**config.mk**
```make
export PLATFORM = sky130hd
export DESIGN_NAME = rv32im_instruction_encoder
export DESIGN_NICKNAME = d
export VERILOG_FILES = /design/src/sv/rv32enc_pkg.sv /design/src/sv/rv32enc_encode.sv /design/src/sv/rv32im_instruction_encoder.sv
export SDC_FILE = /design/constraint.sdc
export NUM_CORES = 1
export LEC_CHECK = 0
export BUFFER_PORTS_ARGS = -buffer_cell sky130_fd_sc_hd__buf_2
export CORE_MARGIN = 1.5
export CORE_UTILIZATION = 33
export DETAILED_ROUTE_END_ITERATION = 16
export PLACE_DENSITY_LB_ADDON = 0.15
export SYNTH_ARGS = -nofsm -noshare
export SYNTH_HDL_FRONTEND = slang
export SYNTH_SLANG_ARGS = --single-unit
```
**constraint.sdc**
```tcl
create_clock -name clock -period 5.9 [get_ports clock]
set_clock_uncertainty 0.2 [all_clocks]
set_input_delay 0.295 -clock clock [delete_from_list [all_inputs] [get_ports clock]]
set_output_delay 0.295 -clock clock [all_outputs]
set_load 0.01 [all_outputs]
```
**src/sv/rv32enc_pkg.sv**
```systemverilog
// Package for the RV32IM instruction encoder: payload structs, opcodes,
// fixed machine words and mnemonic codes. No dependencies.
package rv32enc_pkg;

   typedef struct packed {
      logic [5:0]         req_type;
      logic signed [31:0] arg_one;
      logic signed [31:0] arg_two;
      logic signed [31:0] arg_three;
   } req_payload_type;

   typedef struct packed {
      logic [31:0] machine_word;
      logic        recognized;
   } rsp_payload_type;

   localparam logic [6:0] OPC_OP     = 7'h33;
   localparam logic [6:0] OPC_OPIMM  = 7'h13;
   localparam logic [6:0] OPC_LOAD   = 7'h03;
   localparam logic [6:0] OPC_SYSTEM = 7'h73;
   localparam logic [6:0] OPC_STORE  = 7'h23;
   localparam logic [6:0] OPC_BRANCH = 7'h63;
   localparam logic [6:0] OPC_JAL    = 7'h6F;
   localparam logic [6:0] OPC_JALR   = 7'h67;
   localparam logic [6:0] OPC_LUI    = 7'h37;
   localparam logic [6:0] OPC_AUIPC  = 7'h17;

   localparam logic [6:0] F7_BASE = 7'h00;
   localparam logic [6:0] F7_ALT  = 7'h20;
   localparam logic [6:0] F7_MUL  = 7'h01;

   localparam logic [31:0] WORD_MRET  = 32'h3020_0073;
   localparam logic [31:0] WORD_SRET  = 32'h1020_0073;
   localparam logic [31:0] WORD_WFI   = 32'h1050_0073;
   localparam logic [31:0] WORD_ECALL = 32'h0000_0073;
   localparam logic [31:0] WORD_EBRK  = 32'h0010_0073;

   localparam logic [5:0] CODE_ADD    = 6'd0;
   localparam logic [5:0] CODE_SUB    = 6'd1;
   localparam logic [5:0] CODE_SLL    = 6'd2;
   localparam logic [5:0] CODE_SLT    = 6'd3;
   localparam logic [5:0] CODE_SLTU   = 6'd4;
   localparam logic [5:0] CODE_XOR    = 6'd5;
   localparam logic [5:0] CODE_SRL    = 6'd6;
   localparam logic [5:0] CODE_SRA    = 6'd7;
   localparam logic [5:0] CODE_OR     = 6'd8;
   localparam logic [5:0] CODE_AND    = 6'd9;
   localparam logic [5:0] CODE_MUL    = 6'd10;
   localparam logic [5:0] CODE_DIV    = 6'd11;
   localparam logic [5:0] CODE_DIVU   = 6'd12;
   localparam logic [5:0] CODE_REM    = 6'd13;
   localparam logic [5:0] CODE_REMU   = 6'd14;
   localparam logic [5:0] CODE_ADDI   = 6'd15;
   localparam logic [5:0] CODE_SLTI   = 6'd16;
   localparam logic [5:0] CODE_SLTIU  = 6'd17;
   localparam logic [5:0] CODE_XORI   = 6'd18;
   localparam logic [5:0] CODE_ORI    = 6'd19;
   localparam logic [5:0] CODE_ANDI   = 6'd20;
   localparam logic [5:0] CODE_SLLI   = 6'd21;
   localparam logic [5:0] CODE_SRLI   = 6'd22;
   localparam logic [5:0] CODE_SRAI   = 6'd23;
   localparam logic [5:0] CODE_LB     = 6'd24;
   localparam logic [5:0] CODE_LH     = 6'd25;
   localparam logic [5:0] CODE_LW     = 6'd26;
   localparam logic [5:0] CODE_LBU    = 6'd27;
   localparam logic [5:0] CODE_LHU    = 6'd28;
   localparam logic [5:0] CODE_CSRRW  = 6'd29;
   localparam logic [5:0] CODE_CSRRS  = 6'd30;
   localparam logic [5:0] CODE_CSRRC  = 6'd31;
   localparam logic [5:0] CODE_CSRR   = 6'd32;
   localparam logic [5:0] CODE_CSRW   = 6'd33;
   localparam logic [5:0] CODE_CSRC   = 6'd34;
   localparam logic [5:0] CODE_CSRS   = 6'd35;
   localparam logic [5:0] CODE_SB     = 6'd36;
   localparam logic [5:0] CODE_SH     = 6'd37;
   localparam logic [5:0] CODE_SW     = 6'd38;
   localparam logic [5:0] CODE_BEQ    = 6'd39;
   localparam logic [5:0] CODE_BNE    = 6'd40;
   localparam logic [5:0] CODE_BLT    = 6'd41;
   localparam logic [5:0] CODE_BGE    = 6'd42;
   localparam logic [5:0] CODE_BLTU   = 6'd43;
   localparam logic [5:0] CODE_BGEU   = 6'd44;
   localparam logic [5:0] CODE_BEQZ   = 6'd45;
   localparam logic [5:0] CODE_BNEZ   = 6'd46;
   localparam logic [5:0] CODE_JAL    = 6'd47;
   localparam logic [5:0] CODE_JALR   = 6'd48;
   localparam logic [5:0] CODE_LUI    = 6'd49;
   localparam logic [5:0] CODE_AUIPC  = 6'd50;
   localparam logic [5:0] CODE_ECALL  = 6'd51;
   localparam logic [5:0] CODE_EBREAK = 6'd52;
   localparam logic [5:0] CODE_LI     = 6'd53;
   localparam logic [5:0] CODE_MV     = 6'd54;
   localparam logic [5:0] CODE_J      = 6'd55;
   localparam logic [5:0] CODE_RET    = 6'd56;
   localparam logic [5:0] CODE_NOP    = 6'd57;
   localparam logic [5:0] CODE_MRET   = 6'd58;
   localparam logic [5:0] CODE_SRET   = 6'd59;
   localparam logic [5:0] CODE_WFI    = 6'd60;

endpackage

```
**src/sv/rv32enc_encode.sv**
```systemverilog
// Combinational RV32IM encoder: mnemonic code and operands to machine word.
// Depends on rv32enc_pkg.
module rv32enc_encode (
   input  rv32enc_pkg::req_payload_type req_data,
   output rv32enc_pkg::rsp_payload_type rsp_data
);

   function automatic logic [31:0] pack_r(input logic [2:0] f3, input logic [6:0] f7,
                                          input logic [4:0] rs1, input logic [4:0] rs2,
                                          input logic [4:0] rd);
      pack_r = {f7, rs2, rs1, f3, rd, rv32enc_pkg::OPC_OP};
   endfunction

   function automatic logic [31:0] pack_i(input logic [6:0] op, input logic [2:0] f3,
                                          input logic [11:0] imm, input logic [4:0] rs1,
                                          input logic [4:0] rd);
      pack_i = {imm, rs1, f3, rd, op};
   endfunction

   function automatic logic [31:0] pack_s(input logic [2:0] f3, input logic [4:0] rs2,
                                          input logic [11:0] imm, input logic [4:0] rs1);
      pack_s = {imm[11:5], rs2, rs1, f3, imm[4:0], rv32enc_pkg::OPC_STORE};
   endfunction

   function automatic logic [31:0] pack_b(input logic [2:0] f3, input logic [4:0] rs1,
                                          input logic [4:0] rs2, input logic [12:0] off);
      pack_b = {off[12], off[10:5], rs2, rs1, f3, off[4:1], off[11],
                rv32enc_pkg::OPC_BRANCH};
   endfunction

   function automatic logic [31:0] pack_j(input logic [4:0] rd, input logic [20:0] off);
      pack_j = {off[20], off[10:1], off[11], off[19:12], rd, rv32enc_pkg::OPC_JAL};
   endfunction

   function automatic logic [31:0] pack_u(input logic [6:0] op, input logic [4:0] rd,
                                          input logic [31:0] val);
      pack_u = {val[31:12], rd, op};
   endfunction

   logic [31:0] a;
   logic [31:0] b;
   logic [31:0] c;
   logic [31:0] word;
   logic        known;

   assign a = req_data.arg_one;
   assign b = req_data.arg_two;
   assign c = req_data.arg_three;

   always_comb begin
      word  = '0;
      known = 1'b1;
      unique case (req_data.req_type)
         rv32enc_pkg::CODE_ADD:    word = pack_r(3'd0, rv32enc_pkg::F7_BASE, b[4:0], c[4:0], a[4:0]);
         rv32enc_pkg::CODE_SUB:    word = pack_r(3'd0, rv32enc_pkg::F7_ALT, b[4:0], c[4:0], a[4:0]);
         rv32enc_pkg::CODE_SLL:    word = pack_r(3'd1, rv32enc_pkg::F7_BASE, b[4:0], c[4:0], a[4:0]);
         rv32enc_pkg::CODE_SLT:    word = pack_r(3'd2, rv32enc_pkg::F7_BASE, b[4:0], c[4:0], a[4:0]);
         rv32enc_pkg::CODE_SLTU:   word = pack_r(3'd3, rv32enc_pkg::F7_BASE, b[4:0], c[4:0], a[4:0]);
         rv32enc_pkg::CODE_XOR:    word = pack_r(3'd4, rv32enc_pkg::F7_BASE, b[4:0], c[4:0], a[4:0]);
         rv32enc_pkg::CODE_SRL:    word = pack_r(3'd5, rv32enc_pkg::F7_BASE, b[4:0], c[4:0], a[4:0]);
         rv32enc_pkg::CODE_SRA:    word = pack_r(3'd5, rv32enc_pkg::F7_ALT, b[4:0], c[4:0], a[4:0]);
         rv32enc_pkg::CODE_OR:     word = pack_r(3'd6, rv32enc_pkg::F7_BASE, b[4:0], c[4:0], a[4:0]);
         rv32enc_pkg::CODE_AND:    word = pack_r(3'd7, rv32enc_pkg::F7_BASE, b[4:0], c[4:0], a[4:0]);
         rv32enc_pkg::CODE_MUL:    word = pack_r(3'd0, rv32enc_pkg::F7_MUL, b[4:0], c[4:0], a[4:0]);
         rv32enc_pkg::CODE_DIV:    word = pack_r(3'd4, rv32enc_pkg::F7_MUL, b[4:0], c[4:0], a[4:0]);
         rv32enc_pkg::CODE_DIVU:   word = pack_r(3'd5, rv32enc_pkg::F7_MUL, b[4:0], c[4:0], a[4:0]);
         rv32enc_pkg::CODE_REM:    word = pack_r(3'd6, rv32enc_pkg::F7_MUL, b[4:0], c[4:0], a[4:0]);
         rv32enc_pkg::CODE_REMU:   word = pack_r(3'd7, rv32enc_pkg::F7_MUL, b[4:0], c[4:0], a[4:0]);
         rv32enc_pkg::CODE_ADDI:   word = pack_i(rv32enc_pkg::OPC_OPIMM, 3'd0, c[11:0], b[4:0], a[4:0]);
         rv32enc_pkg::CODE_SLTI:   word = pack_i(rv32enc_pkg::OPC_OPIMM, 3'd2, c[11:0], b[4:0], a[4:0]);
         rv32enc_pkg::CODE_SLTIU:  word = pack_i(rv32enc_pkg::OPC_OPIMM, 3'd3, c[11:0], b[4:0], a[4:0]);
         rv32enc_pkg::CODE_XORI:   word = pack_i(rv32enc_pkg::OPC_OPIMM, 3'd4, c[11:0], b[4:0], a[4:0]);
         rv32enc_pkg::CODE_ORI:    word = pack_i(rv32enc_pkg::OPC_OPIMM, 3'd6, c[11:0], b[4:0], a[4:0]);
         rv32enc_pkg::CODE_ANDI:   word = pack_i(rv32enc_pkg::OPC_OPIMM, 3'd7, c[11:0], b[4:0], a[4:0]);
         rv32enc_pkg::CODE_SLLI:   word = pack_i(rv32enc_pkg::OPC_OPIMM, 3'd1,
                                                 {rv32enc_pkg::F7_BASE, c[4:0]}, b[4:0], a[4:0]);
         rv32enc_pkg::CODE_SRLI:   word = pack_i(rv32enc_pkg::OPC_OPIMM, 3'd5,
                                                 {rv32enc_pkg::F7_BASE, c[4:0]}, b[4:0], a[4:0]);
         rv32enc_pkg::CODE_SRAI:   word = pack_i(rv32enc_pkg::OPC_OPIMM, 3'd5,
                                                 {rv32enc_pkg::F7_ALT, c[4:0]}, b[4:0], a[4:0]);
         rv32enc_pkg::CODE_LB:     word = pack_i(rv32enc_pkg::OPC_LOAD, 3'd0, b[11:0], c[4:0], a[4:0]);
         rv32enc_pkg::CODE_LH:     word = pack_i(rv32enc_pkg::OPC_LOAD, 3'd1, b[11:0], c[4:0], a[4:0]);
         rv32enc_pkg::CODE_LW:     word = pack_i(rv32enc_pkg::OPC_LOAD, 3'd2, b[11:0], c[4:0], a[4:0]);
         rv32enc_pkg::CODE_LBU:    word = pack_i(rv32enc_pkg::OPC_LOAD, 3'd4, b[11:0], c[4:0], a[4:0]);
         rv32enc_pkg::CODE_LHU:    word = pack_i(rv32enc_pkg::OPC_LOAD, 3'd5, b[11:0], c[4:0], a[4:0]);
         rv32enc_pkg::CODE_CSRRW:  word = pack_i(rv32enc_pkg::OPC_SYSTEM, 3'd1, b[11:0], c[4:0], a[4:0]);
         rv32enc_pkg::CODE_CSRRS:  word = pack_i(rv32enc_pkg::OPC_SYSTEM, 3'd2, b[11:0], c[4:0], a[4:0]);
         rv32enc_pkg::CODE_CSRRC:  word = pack_i(rv32enc_pkg::OPC_SYSTEM, 3'd3, b[11:0], c[4:0], a[4:0]);
         rv32enc_pkg::CODE_CSRR:   word = pack_i(rv32enc_pkg::OPC_SYSTEM, 3'd2, b[11:0], 5'd0, a[4:0]);
         rv32enc_pkg::CODE_CSRW:   word = pack_i(rv32enc_pkg::OPC_SYSTEM, 3'd1, a[11:0], b[4:0], 5'd0);
         rv32enc_pkg::CODE_CSRC:   word = pack_i(rv32enc_pkg::OPC_SYSTEM, 3'd3, a[11:0], b[4:0], 5'd0);
         rv32enc_pkg::CODE_CSRS:   word = pack_i(rv32enc_pkg::OPC_SYSTEM, 3'd2, a[11:0], b[4:0], 5'd0);
         rv32enc_pkg::CODE_SB:     word = pack_s(3'd0, a[4:0], b[11:0], c[4:0]);
         rv32enc_pkg::CODE_SH:     word = pack_s(3'd1, a[4:0], b[11:0], c[4:0]);
         rv32enc_pkg::CODE_SW:     word = pack_s(3'd2, a[4:0], b[11:0], c[4:0]);
         rv32enc_pkg::CODE_BEQ:    word = pack_b(3'd0, a[4:0], b[4:0], c[12:0]);
         rv32enc_pkg::CODE_BNE:    word = pack_b(3'd1, a[4:0], b[4:0], c[12:0]);
         rv32enc_pkg::CODE_BLT:    word = pack_b(3'd4, a[4:0], b[4:0], c[12:0]);
         rv32enc_pkg::CODE_BGE:    word = pack_b(3'd5, a[4:0], b[4:0], c[12:0]);
         rv32enc_pkg::CODE_BLTU:   word = pack_b(3'd6, a[4:0], b[4:0], c[12:0]);
         rv32enc_pkg::CODE_BGEU:   word = pack_b(3'd7, a[4:0], b[4:0], c[12:0]);
         rv32enc_pkg::CODE_BEQZ:   word = pack_b(3'd0, a[4:0], 5'd0, c[12:0]);
         rv32enc_pkg::CODE_BNEZ:   word = pack_b(3'd1, a[4:0], 5'd0, c[12:0]);
         rv32enc_pkg::CODE_JAL:    word = pack_j(a[4:0], b[20:0]);
         rv32enc_pkg::CODE_JALR:   word = pack_i(rv32enc_pkg::OPC_JALR, 3'd0, c[11:0], b[4:0], a[4:0]);
         rv32enc_pkg::CODE_LUI:    word = pack_u(rv32enc_pkg::OPC_LUI, a[4:0], b);
         rv32enc_pkg::CODE_AUIPC:  word = pack_u(rv32enc_pkg::OPC_AUIPC, a[4:0], b);
         rv32enc_pkg::CODE_ECALL:  word = rv32enc_pkg::WORD_ECALL;
         rv32enc_pkg::CODE_EBREAK: word = rv32enc_pkg::WORD_EBRK;
         rv32enc_pkg::CODE_LI:     word = pack_i(rv32enc_pkg::OPC_OPIMM, 3'd0, b[11:0], 5'd0, a[4:0]);
         rv32enc_pkg::CODE_MV:     word = pack_i(rv32enc_pkg::OPC_OPIMM, 3'd0, 12'd0, b[4:0], a[4:0]);
         rv32enc_pkg::CODE_J:      word = pack_j(5'd0, b[20:0]);
         rv32enc_pkg::CODE_RET:    word = pack_i(rv32enc_pkg::OPC_JALR, 3'd0, 12'd0, 5'd1, 5'd0);
         rv32enc_pkg::CODE_NOP:    word = pack_i(rv32enc_pkg::OPC_OPIMM, 3'd0, 12'd0, 5'd0, 5'd0);
         rv32enc_pkg::CODE_MRET:   word = rv32enc_pkg::WORD_MRET;
         rv32enc_pkg::CODE_SRET:   word = rv32enc_pkg::WORD_SRET;
         rv32enc_pkg::CODE_WFI:    word = rv32enc_pkg::WORD_WFI;
         default: begin
            word  = '0;
            known = 1'b0;
         end
      endcase
   end

   assign rsp_data.machine_word = word;
   assign rsp_data.recognized   = known;

endmodule

```
**src/sv/rv32im_instruction_encoder.sv**
```systemverilog
// RV32IM instruction encoder top level: input register, encoder, result register.
// Depends on rv32enc_pkg and rv32enc_encode.
// Flow: a request is captured in the input register, encoded, and then captured in the
// result register, whose valid flag drives rsp_valid; a stall on rsp_ready can hold it.
// Throughput: one instruction per cycle; req_ready falls only while both registers
// hold an item and rsp_ready is low.
// Reset: synchronous, active high; clears both valid flags, payload is not reset.
module rv32im_instruction_encoder (
   input  logic                          clock,
   input  logic                          reset,
   input  logic                          req_valid,
   output logic                          req_ready,
   input  rv32enc_pkg::req_payload_type  req_data,
   output logic                          rsp_valid,
   input  logic                          rsp_ready,
   output rv32enc_pkg::rsp_payload_type  rsp_data
);

   logic                         s1_valid_ff;
   logic                         s1_valid_in;
   rv32enc_pkg::req_payload_type s1_data_ff;
   logic                         s2_valid_ff;
   logic                         s2_valid_in;
   rv32enc_pkg::rsp_payload_type s2_data_ff;
   rv32enc_pkg::rsp_payload_type enc_data;
   logic                         s1_free;
   logic                         s2_free;

   rv32enc_encode u_encode (
      .req_data (s1_data_ff),
      .rsp_data (enc_data)
   );

   assign s2_free     = !s2_valid_ff || rsp_ready;
   assign s1_free     = !s1_valid_ff || s2_free;
   assign s1_valid_in = s1_free ? req_valid : s1_valid_ff;
   assign s2_valid_in = s2_free ? s1_valid_ff : s2_valid_ff;

   always_ff @(posedge clock) begin
      if (reset) begin
         s1_valid_ff <= 1'b0;
         s2_valid_ff <= 1'b0;
      end else begin
         s1_valid_ff <= s1_valid_in;
         s2_valid_ff <= s2_valid_in;
      end
   end

   always_ff @(posedge clock) begin
      if (req_valid && s1_free) begin
         s1_data_ff <= req_data;
      end
      if (s1_valid_ff && s2_free) begin
         s2_data_ff <= enc_data;
      end
   end

   assign req_ready = s1_free;
   assign rsp_valid = s2_valid_ff;
   assign rsp_data  = s2_data_ff;

endmodule

```
**After elaboration in Yosys (flattened, before gate mapping)**

Index checks and enable logic that the tools add are counted.

- Register bits after elaboration: 98
- Latch bits: 0
- RAM bits: 0
- ROM bits: 0
- Output and inout port bits: 35
- Logic and storage cells: 78
- Memories kept: 0

- $add $sub $neg: 0
- Multiply operators: 0
- Divide/modulo/power cells: 0
- $lt $le $gt $ge: 0
- Equality and inequality tests: 60
- Shift operators: 0
- Muxes and demuxes: 2
- Bitwise gates (word level): 0
- Reduce and logical (&&, ||, !) cells: 8

Operators with widths:

| cell | number |
|---|---|
| one-hot mux 32 bit (61 select lines) | 1 |
| == test 6 bit (second input constant) | 29 |
| == test 6 x 5 -> 1 bit (second input constant) | 16 |
| OR reduction 61 bit | 1 |
| == test 6 x 4 -> 1 bit (second input constant) | 8 |
| == test 6 x 3 -> 1 bit (second input constant) | 4 |
| == test 6 x 2 -> 1 bit (second input constant) | 2 |
| == test 6 x 1 -> 1 bit (second input constant) | 1 |
| zero test 6 bit | 1 |
| logical AND 1 bit | 2 |
| zero test 1 bit | 2 |
| logical OR 1 bit | 2 |
| 2-to-1 mux 1 bit | 1 |

**Longest topological paths before layout**

Gate-level depths: netlist (run 1).

- Word-level depth: 4
- Gate-level depth with buffers: 9
- Mapped depth without buffers: 5

**Modules after synthesis**

A second synthesis (run 1) with hierarchy kept.

- Cell total of the unflattened synthesis: 421
- Area total of the unflattened synthesis: 5,868.1 µm²

Modules (own cells, without submodules):

| module | instances | cells each | area each (µm²) | seq. area each (µm²) |
|---|---|---|---|---|
| rv32im_instruction_encoder | 1 | 145 | 4,157.7 | 4,093.9 |
| rv32enc_encode | 1 | 276 | 1,710.4 | 0.0 |

**Worst setup path after synthesis (run 1)**

No wires, ideal clock.

- Path type: flip-flop to flip-flop
- Start point: register s2_valid_ff (netlist: rsp_valid)
- End point: register s1_data_ff[0] (netlist bit), enable pin
- Library setup time: 428 ps
- Arrival: 2,126 ps
- Data required time: 5,272 ps
- Slack: 3,146 ps
- Stages on the path, launching flop included: 4
- Buffers on the path: 0
- Path through: dfxtp_1 nor2b_1 nand2_1 and2_1

- Longest elaborated chain between the ends: 4

Ends and longest elaborated chain:

| element | line | text |
|---|---|---|
| from (decl) | rv32im_instruction_encoder.sv:22 | `logic s2_valid_ff;` |
| from (signal assigned) | rv32im_instruction_encoder.sv:45 | `s2_valid_ff <= s2_valid_in;` |
| zero test 1 bit | rv32im_instruction_encoder.sv:34 | `assign s2_free = !s2_valid_ff \|\| rsp_ready;` |
| logical OR 1 bit | rv32im_instruction_encoder.sv:34 |  |
| logical OR 1 bit | rv32im_instruction_encoder.sv:35 | `assign s1_free = !s1_valid_ff \|\| s2_free;` |
| named net req_ready | rv32im_instruction_encoder.sv:12 | `output logic req_ready,` |
| logical AND 1 bit | rv32im_instruction_encoder.sv:50 | `if (req_valid && s1_free) begin` |
| to (signal assigned) | rv32im_instruction_encoder.sv:51 | `s1_data_ff <= req_data;` |
| to (decl) | rv32im_instruction_encoder.sv:21 | `rv32enc_pkg::req_payload_type s1_data_ff;` |

The timed path passes the listed nets, and every way through them passes these cells.
A chain may end at the register's enable or synchronous reset.

==> report_table.html, run 1 <==
<table>
<tr><th>Metric</th><th>Value</th></tr>
<tr><th colspan="2">Run status</th></tr>
<tr><td>Status</td><td>finished, final reports clean</td></tr>
<tr><th colspan="2">Clock network</th></tr>
<tr><td>Clk slew on worst S/H paths</td><td>around 0.07 ns</td></tr>
<tr><td>CTS buffer count</td><td>9</td></tr>
<tr><td>Longest Clk Path Bufs</td><td>2</td></tr>
<tr><td>Number of gates resized after CTS</td><td>0</td></tr>
<tr><td>Htree depth</td><td>3</td></tr>
<tr><td>Number of clock sinks seen by CTS</td><td>97</td></tr>
<tr><td>Master cell of the clock root buffer</td><td>clkbuf_16</td></tr>
<tr><td>Worst-Skew Late Latency</td><td>0.36 ns</td></tr>
<tr><td>TritonCTS clock tree</td><td>built</td></tr>
<tr><th colspan="2">Routing</th></tr>
<tr><td>Via density</td><td>5.330</td></tr>
<tr><td>Aggregate routed wire length</td><td>13870 microns</td></tr>
<tr><td>Antenna Nets Post-Route</td><td>0</td></tr>
<tr><td>Residual DRC</td><td>0</td></tr>
<tr><td>Number of detailed-routing iterations run before antenna repair</td><td>5</td></tr>
<tr><td>Drt first-iter violations</td><td>376</td></tr>
<tr><td>WL per Instance</td><td>approximately 18 microns</td></tr>
<tr><td>Overall via count from detail_route</td><td>4019</td></tr>
<tr><th colspan="2">STA</th></tr>
<tr><td>Number of hold-slack violations in the final timing report</td><td>0</td></tr>
<tr><td>Final setup violating endpoints</td><td>0</td></tr>
<tr><td>Post-route minimum period</td><td>between 3 and 4 ns</td></tr>
<tr><td>Setup TNS Final</td><td>0 ns</td></tr>
<tr><td>RSZ-0062 raised after global routing</td><td>no</td></tr>
<tr><td>Final cycle utilization of the critical path</td><td>0.5158</td></tr>
<tr><td>Max Freq</td><td>328.6 MHz</td></tr>
<tr><td>Slew at the pin with the worst max-slew slack</td><td>0.9272 ns</td></tr>
<tr><td>Worst slew margin relative to its limit</td><td>0.3805</td></tr>
<tr><td>Final slew viol count</td><td>0</td></tr>
<tr><th colspan="2">Place</th></tr>
<tr><td>Post-DP HPWL</td><td>8833 microns</td></tr>
<tr><td>Number of port buffers</td><td>101</td></tr>
<tr><td>Instance count after placement with tap cells included</td><td>673</td></tr>
<tr><td>Weighted congestion at the end of routability-driven global placement</td><td>0.9386</td></tr>
<tr><th colspan="2">Logic synthesis</th></tr>
<tr><td>Syn nets</td><td>521</td></tr>
<tr><td>Synth cell types</td><td>72</td></tr>
<tr><td>Dominant register cell in the synthesized netlist</td><td>edfxtp_1</td></tr>
<tr><td>Sequential area share after synthesis</td><td>0.5849</td></tr>
<tr><td>Number of flip-flops and latches in the synthesized netlist</td><td>97</td></tr>
<tr><td>Cell Area, Synth</td><td>4946 sq um</td></tr>
<tr><td>Synth async-reset ratio</td><td>0</td></tr>
<tr><td>Warning count from the yosys run</td><td>0</td></tr>
<tr><td>Syn avg cell area</td><td>11.92 sq um</td></tr>
<tr><td>Post-synth EDFFs</td><td>95</td></tr>
<tr><td>Gate Count Post-Synth</td><td>between 400 and 500</td></tr>
<tr><th colspan="2">Worst setup path</th></tr>
<tr><td>Critical path capture point type</td><td>flop</td></tr>
<tr><td>CP Class</td><td>flop to flop</td></tr>
<tr><td>Peak fanout along the critical path</td><td>25</td></tr>
<tr><td>Type of element launching the critical path</td><td>flop</td></tr>
<tr><td>Data arrival, critical path</td><td>around 2.9 ns</td></tr>
<tr><td>Data required time of the worst path</td><td>5.76 ns</td></tr>
<tr><th colspan="2">Floorplanning</th></tr>
<tr><td>Row count</td><td>44</td></tr>
<tr><td>Die height</td><td>125.4 microns</td></tr>
<tr><td>Core area</td><td>14590 sq um</td></tr>
<tr><td>Initial Utilization</td><td>0.3390</td></tr>
<tr><td>Number of I/O pins</td><td>roughly 140</td></tr>
<tr><td>DIE AREA</td><td>15730 sq um</td></tr>
<tr><td>Die Span X</td><td>125.4 microns</td></tr>
<tr><th colspan="2">Layout</th></tr>
<tr><td>Area used by sequential logic in the layout</td><td>2893 sq um</td></tr>
<tr><td>Commonest cells after routing, fill and taps aside</td><td>buf_2 (101), edfxtp_1 (95), dlygate4sd3_1 (65)</td></tr>
<tr><td>Number of nets at the end of the flow</td><td>between 600 and 700</td></tr>
<tr><td>Cell Count, Final, Fillers Out</td><td>754</td></tr>
<tr><td>Most common library cell in the layout ignoring fill and taps</td><td>buf_2</td></tr>
<tr><td>Multi-input logic area</td><td>1804 sq um</td></tr>
<tr><td>Diode insertion count for antenna repair</td><td>0</td></tr>
<tr><td>Area growth syn-to-layout</td><td>30.61%</td></tr>
<tr><td>Layout Utilization</td><td>0.4428</td></tr>
<tr><td>Total of fill cells in the finished design</td><td>1371</td></tr>
<tr><td>Proportion of layout cells with a drive suffix above 1</td><td>0.2404</td></tr>
<tr><th colspan="2">Power</th></tr>
<tr><td>Total power divided by cell area</td><td>254.9 nW/um^2</td></tr>
<tr><td>Peak supply drop</td><td>around 0.00014 V</td></tr>
<tr><td>Total leakage power</td><td>0.002426 uW</td></tr>
<tr><th colspan="2">Global route</th></tr>
<tr><td>Number of global-route vias before repair</td><td>3843</td></tr>
<tr><td>Global route overflow</td><td>0</td></tr>
<tr><td>Largest net degree at the start of global routing</td><td>64</td></tr>
<tr><td>Number of antenna violations at the first check in global routing</td><td>0</td></tr>
<tr><td>Total routing resource utilization after global routing</td><td>0.1766</td></tr>
<tr><td>Wire length of the first global-routing pass</td><td>21260 microns</td></tr>
<tr><th colspan="2">Min path</th></tr>
<tr><td>Path type of the worst min-delay path</td><td>input pin to flop</td></tr>
<tr><th colspan="2">Run</th></tr>
<tr><td>Reported max-cap violation count</td><td>0</td></tr>
</table>
## Yosys cell counts (3+ instances only)
cell      instances  share of area
a31oi_1           5         0.0063
nand3_1          14          0.014
a32o_1            3         0.0061
buf_6             6          0.014
buf_4             7          0.011
nor3b_1           4         0.0061
nor2_1           23          0.017
a211oi_1          3         0.0046
and3_1            7         0.0089
nand2b_1          9          0.011
and2_1            4         0.0051
a221o_1          16          0.032
o22ai_1           6         0.0076
o211ai_1          7          0.011
a22oi_1          11          0.017
nand2_1          29          0.022
buf_2            17          0.017
a21oi_1          23          0.023
nor2b_1          11          0.014
o21ai_0          34          0.034
a22o_1            3         0.0053
clkbuf_1          3         0.0023
nand4b_1          3         0.0053
edfxtp_1         95           0.58
a211o_1           3         0.0053
inv_1             6         0.0046
nor3_1            6         0.0061
## path summary, 6_finish.rpt
| path | start | end | slack (ns) | cells past startpoint |
|---|---|---|---|---|
| max | s1_data_ff[97] | rsp_data[32] | 2.86 | 6 |
| min | rsp_ready | rsp_valid | 0.08 | 4 |
| max reg2reg | s1_data_ff[97] | rsp_data[32] | 2.86 | 6 |
| min reg2reg | s1_valid_ff | rsp_valid | 0.33 | 2 |
## layout make-up
class,instances,area share
flip-flops and latches,97,0.4478
multi-input cells,277,0.2793
repair buffers,173,0.1871
clock buffers,11,0.03603
well taps,184,0.03564
clock inverters,5,0.01007
inverters,7,0.004067
## metrics by stage
step / worst slack, ns / power, uW / area [sq um] / hold slack [ns]
after floorplan: 3.146 / 971.8 / 4946 / 0.1674
after global placement: 2.925 / 1041 / 5512 / 0.2696
after detailed placement: 2.920 / 1044 / 5512 / 0.2715
after CTS: 2.880 / 1665 / 6460 / 0.05827
after global routing: 2.714 / 1716 / 6460 / 0.1024
final: 2.857 / 1647 / 6460 / 0.07898
## sequential cells by signal, indices dropped and copies added (netlist names)
name         flops
s1_valid_ff      1
rsp_valid        1
rsp_data        32
s1_data_ff      63
## routing by layer
layer	up-vias	share of wire	track usage	wire [microns]
met5	-	0	0	0
met4	0	0.015	0.05615	205
met3	19	0.059	0.04407	823
met2	146	0.48	0.2785	6694
met1	1929	0.44	0.2395	6147
li1	1925	-	-	-
## critical path, stage by stage, from the launching register on
cell and delay [ns]:
edfxtp_1 0.94, buf_4 0.39, and2b_4 0.23, o32a_1 0.14, o21ai_0 0.07, a222oi_1 0.60
o211ai_1 0.18
## repair_timing
action | CTS | global route
hold endpoints to repair | 65 | 0
hold buffers | 65 | 0
setup buffers | 0 | 0
## cell families (layout without fill, tap and decap cells)
kind of cell / Yosys count / count (layout) / share of synthesized area
AO/OA/AOI/OAI: 138 / 138 / 0.1966
XOR/XNOR: 3 / 3 / 0.009108
buffers and inverters: 41 / 196 / 0.05211
flip-flops: 97 / 97 / 0.5849
multiplexers: 2 / 2 / 0.006577
AND/OR/NAND/NOR: 134 / 134 / 0.1508
## report_power, final
part | internal [uW] | leakage, uW | switching [uW]
logic | 107 | 0.00135 | 129
clock network | 332 | 0.000144 | 251
registers | 807 | 0.000930 | 19.8
total | 1250 | 0.00243 | 400
Power figures use the tool's default switching activity.
==> run 2, diff against run 1 <==
==> constraint.sdc (replaced) <==
create_clock -name clock -period 3 [get_ports clock]
set_clock_uncertainty 0.2 [all_clocks]
set_input_delay 0.15 -clock clock [delete_from_list [all_inputs] [get_ports clock]]
set_output_delay 0.15 -clock clock [all_outputs]
set_load 0.01 [all_outputs]
==> run 2 against run 1 <==
  * Clock power is 100% higher
  * Wire length up 3.8%
  * Register-to-register slack worse by 2.4 ns
  * Fmax grew 18%
  * Global-route usage rose by 0.89 points
==> report_table.html, run 2 (synthesized netlist as in run 1, its figures left out) <==
<table>
<tr><th>Metric</th><th>Value</th></tr>
<tr><th colspan="2">Layout</th></tr>
<tr><td>Layout Utilization</td><td>0.4581</td></tr>
<tr><td>Total of fill cells in the finished design</td><td>~1300</td></tr>
<tr><td>Commonest cells after routing, fill and taps aside</td><td>buf_2 (101), edfxtp_1 (95), dlygate4sd3_1 (66)</td></tr>
<tr><td>Cell Count, Final, Fillers Out</td><td>776</td></tr>
<tr><td>Most common library cell in the layout ignoring fill and taps</td><td>buf_2</td></tr>
<tr><td>Largest register FFs</td><td>63</td></tr>
<tr><td>Area growth syn-to-layout</td><td>35.11%</td></tr>
<tr><td>Biggest register</td><td>s1_data_ff</td></tr>
<tr><td>Number of nets at the end of the flow</td><td>693</td></tr>
<tr><td>Diode insertion count for antenna repair</td><td>0</td></tr>
<tr><td>Proportion of layout cells with a drive suffix above 1</td><td>0.2686</td></tr>
<tr><th colspan="2">Worst setup path</th></tr>
<tr><td>Cells along the critical path</td><td>nor3b_2, and3_1, a21oi_1, nand2_1, a221o_1</td></tr>
<tr><td>Critical path buffers and inverters</td><td>0</td></tr>
<tr><td>R2R depth</td><td>5</td></tr>
<tr><td>Peak fanout along the critical path</td><td>13</td></tr>
<tr><td>Critical path capture point type</td><td>flop</td></tr>
<tr><td>R2r endpoint</td><td>rsp_data[27]</td></tr>
<tr><td>Crit-path leading delay family</td><td>simple AND/OR/NAND/NOR gates</td></tr>
<tr><td>Origin of the critical flop-to-flop path</td><td>s1_data_ff[101]</td></tr>
<tr><td>Data required time of the worst path</td><td>3.02 ns</td></tr>
<tr><td>CP Class</td><td>flop to flop</td></tr>
<tr><td>Data arrival, critical path</td><td>2.60 ns</td></tr>
<tr><td>Slowest Stage Delay on Critical Path</td><td>0.68 ns</td></tr>
<tr><td>Type of element launching the critical path</td><td>flop</td></tr>
<tr><td>Slowest cell on crit path</td><td>edfxtp_1</td></tr>
<tr><td>Register-to-Register Setup Slack</td><td>0.42 ns</td></tr>
<tr><th colspan="2">Power</th></tr>
<tr><td>Internal Pwr Total</td><td>2497 uW</td></tr>
<tr><td>Part of the total power dissipated in sequential elements</td><td>0.494</td></tr>
<tr><td>Total power divided by cell area</td><td>492.9 nW/um^2</td></tr>
<tr><td>Total power of the final layout</td><td>3294 uW</td></tr>
<tr><td>Total leakage power</td><td>0.002553 uW</td></tr>
<tr><td>Logic gate share of total power</td><td>0.151</td></tr>
<tr><td>Clock network fraction of total power</td><td>0.354</td></tr>
<tr><td>Net switching power</td><td>between 700 and 800 uW</td></tr>
<tr><td>Switching share of power</td><td>0.2421</td></tr>
<tr><td>Peak supply drop</td><td>0.0002729 V</td></tr>
<tr><th colspan="2">Clock network</th></tr>
<tr><td>Longest Clk Path Bufs</td><td>2</td></tr>
<tr><td>CTS buffer count</td><td>9</td></tr>
<tr><td>Buffers inserted during post-CTS setup optimization</td><td>0</td></tr>
<tr><td>TritonCTS clock tree</td><td>built</td></tr>
<tr><td>Worst-Skew Late Latency</td><td>between 0.3 and 0.4 ns</td></tr>
<tr><td>Master cell of the clock root buffer</td><td>clkbuf_16</td></tr>
<tr><td>Clk slew on worst S/H paths</td><td>0.07 ns</td></tr>
<tr><td>Cts hold-fix bufs</td><td>66</td></tr>
<tr><td>Number of clock sinks seen by CTS</td><td>97</td></tr>
<tr><td>Htree depth</td><td>3</td></tr>
<tr><td>Number of gates resized after CTS</td><td>0</td></tr>
<tr><th colspan="2">Routing</th></tr>
<tr><td>Drt first-iter violations</td><td>357</td></tr>
<tr><td>Residual DRC</td><td>0</td></tr>
<tr><td>Overall via count from detail_route</td><td>a little over 4000</td></tr>
<tr><td>Aggregate routed wire length</td><td>about 14000 microns</td></tr>
<tr><td>Number of detailed-routing iterations run before antenna repair</td><td>5</td></tr>
<tr><td>WL per Instance</td><td>18.56 microns</td></tr>
<tr><td>Via density</td><td>about 5.3</td></tr>
<tr><td>Antenna Nets Post-Route</td><td>0</td></tr>
<tr><th colspan="2">STA</th></tr>
<tr><td>Slew at the pin with the worst max-slew slack</td><td>0.6717 ns</td></tr>
<tr><td>Post-route minimum period</td><td>2.578 ns</td></tr>
<tr><td>Setup TNS Final</td><td>0 ns</td></tr>
<tr><td>Worst slew margin relative to its limit</td><td>0.5515</td></tr>
<tr><td>Final slew viol count</td><td>0</td></tr>
<tr><td>Final cycle utilization of the critical path</td><td>0.8593</td></tr>
<tr><td>Max Freq</td><td>387.9 MHz</td></tr>
<tr><td>Fin Hold WS</td><td>0.2914 ns</td></tr>
<tr><td>Final setup violating endpoints</td><td>0</td></tr>
<tr><td>RSZ-0062 raised after global routing</td><td>no</td></tr>
<tr><td>Number of hold-slack violations in the final timing report</td><td>0</td></tr>
<tr><th colspan="2">Floorplanning</th></tr>
<tr><td>Die Span X</td><td>125.4 microns</td></tr>
<tr><td>Die height</td><td>between 100 and 150 microns</td></tr>
<tr><td>Number of I/O pins</td><td>141</td></tr>
<tr><td>Initial Utilization</td><td>0.3390</td></tr>
<tr><td>Core area</td><td>14590 sq um</td></tr>
<tr><td>Row count</td><td>44</td></tr>
<tr><td>DIE AREA</td><td>15730 sq um</td></tr>
<tr><th colspan="2">Global route</th></tr>
<tr><td>Largest net degree at the start of global routing</td><td>45</td></tr>
<tr><td>Number of antenna violations at the first check in global routing</td><td>0</td></tr>
<tr><td>Wire length of the first global-routing pass</td><td>~23000 microns</td></tr>
<tr><td>Global route overflow</td><td>0</td></tr>
<tr><td>Total routing resource utilization after global routing</td><td>0.1855</td></tr>
<tr><td>Number of global-route vias before repair</td><td>4139</td></tr>
<tr><th colspan="2">Run status</th></tr>
<tr><td>Status</td><td>finished, final reports clean</td></tr>
<tr><th colspan="2">Min path</th></tr>
<tr><td>Path type of the worst min-delay path</td><td>input pin to flop</td></tr>
<tr><td>Cell depth of the worst hold path</td><td>3</td></tr>
<tr><td>Endpoint, Worst Hold</td><td>rsp_valid</td></tr>
<tr><td>HP Start</td><td>reset</td></tr>
<tr><th colspan="2">Place</th></tr>
<tr><td>Instance count after placement with tap cells included</td><td>694</td></tr>
<tr><td>Weighted congestion at the end of routability-driven global placement</td><td>0.9002</td></tr>
<tr><td>Number of port buffers</td><td>about 100</td></tr>
<tr><td>Post-DP HPWL</td><td>9966 microns</td></tr>
<tr><th colspan="2">Run</th></tr>
<tr><td>Reported max-cap violation count</td><td>0</td></tr>
</table>
[run 2: cell types whose count changed in the layout (fill, tap and decap cells not counted), sizes merged]
cell and change:
dlygate4sd3 +1, clkinv -2, clkinvlp +1, buf +21, inv +1
[run 2: worst register-to-register path: cells and delay by family, from the launching register on]
| kind | cells | cell delay, ns |
|---|---|---|
| AO/OA/AOI/OAI | 2 | 0.30 |
| flip-flops | 1 | 0.68 |
| AND/OR/NAND/NOR | 3 | 1.29 |
[run 2: worst max path at each step]
stage	startpoint	to	cells after the start
2_1_floorplan	rsp_valid	s1_data_ff[0]	3
3_3_place_gp	s1_data_ff[101]	rsp_data[30]	5
3_5_place_dp	s1_data_ff[101]	rsp_data[31]	5
4_1_cts	s1_data_ff[101]	rsp_data[30]	5
5_1_grt	s1_data_ff[101]	rsp_data[30]	5
6_report	s1_data_ff[101]	rsp_data[27]	5
[run 2: power groups by stage]
stage	registers [uW]	logic [uW]	clock network, uW
5_1_grt	1630	543	1260
3_3_place_gp	1660	427	0
6_report	1630	499	1170
3_5_place_dp	1660	432	0
2_1_floorplan	1660	254	0
4_1_cts	1630	498	1200
[run 2: area by class of cell]
class | instances | area, sq um | area share
repair buffers | 195 | 1426 | 0.2134
clock buffers | 11 | 242.7 | 0.03632
clock inverters | 5 | 60.06 | 0.008987
flip-flops and latches | 97 | 2893 | 0.4329
multi-input cells | 277 | 1804 | 0.2700
well taps | 184 | 230.2 | 0.03445
inverters | 7 | 26.28 | 0.003932
[run 2: per-stage QoR]
stage                     area, sq um  setup WS (ns)
after floorplan                  4946         0.2461
after global placement           5719         0.4636
after detailed placement         5719         0.4372
after CTS                        6683         0.4392
after global routing             6683         0.3498
final                            6683         0.4222
[run 2: per-layer routing]
layer  vias to the layer above  global-route usage  routed length (microns)
met4                         0             0.07353                      272
met1                      1992              0.2450                     6416
met2                       153              0.2973                     6853
met3                        18             0.04065                      862
li1                       1969                   -                        -
met5                         -                   0                        0
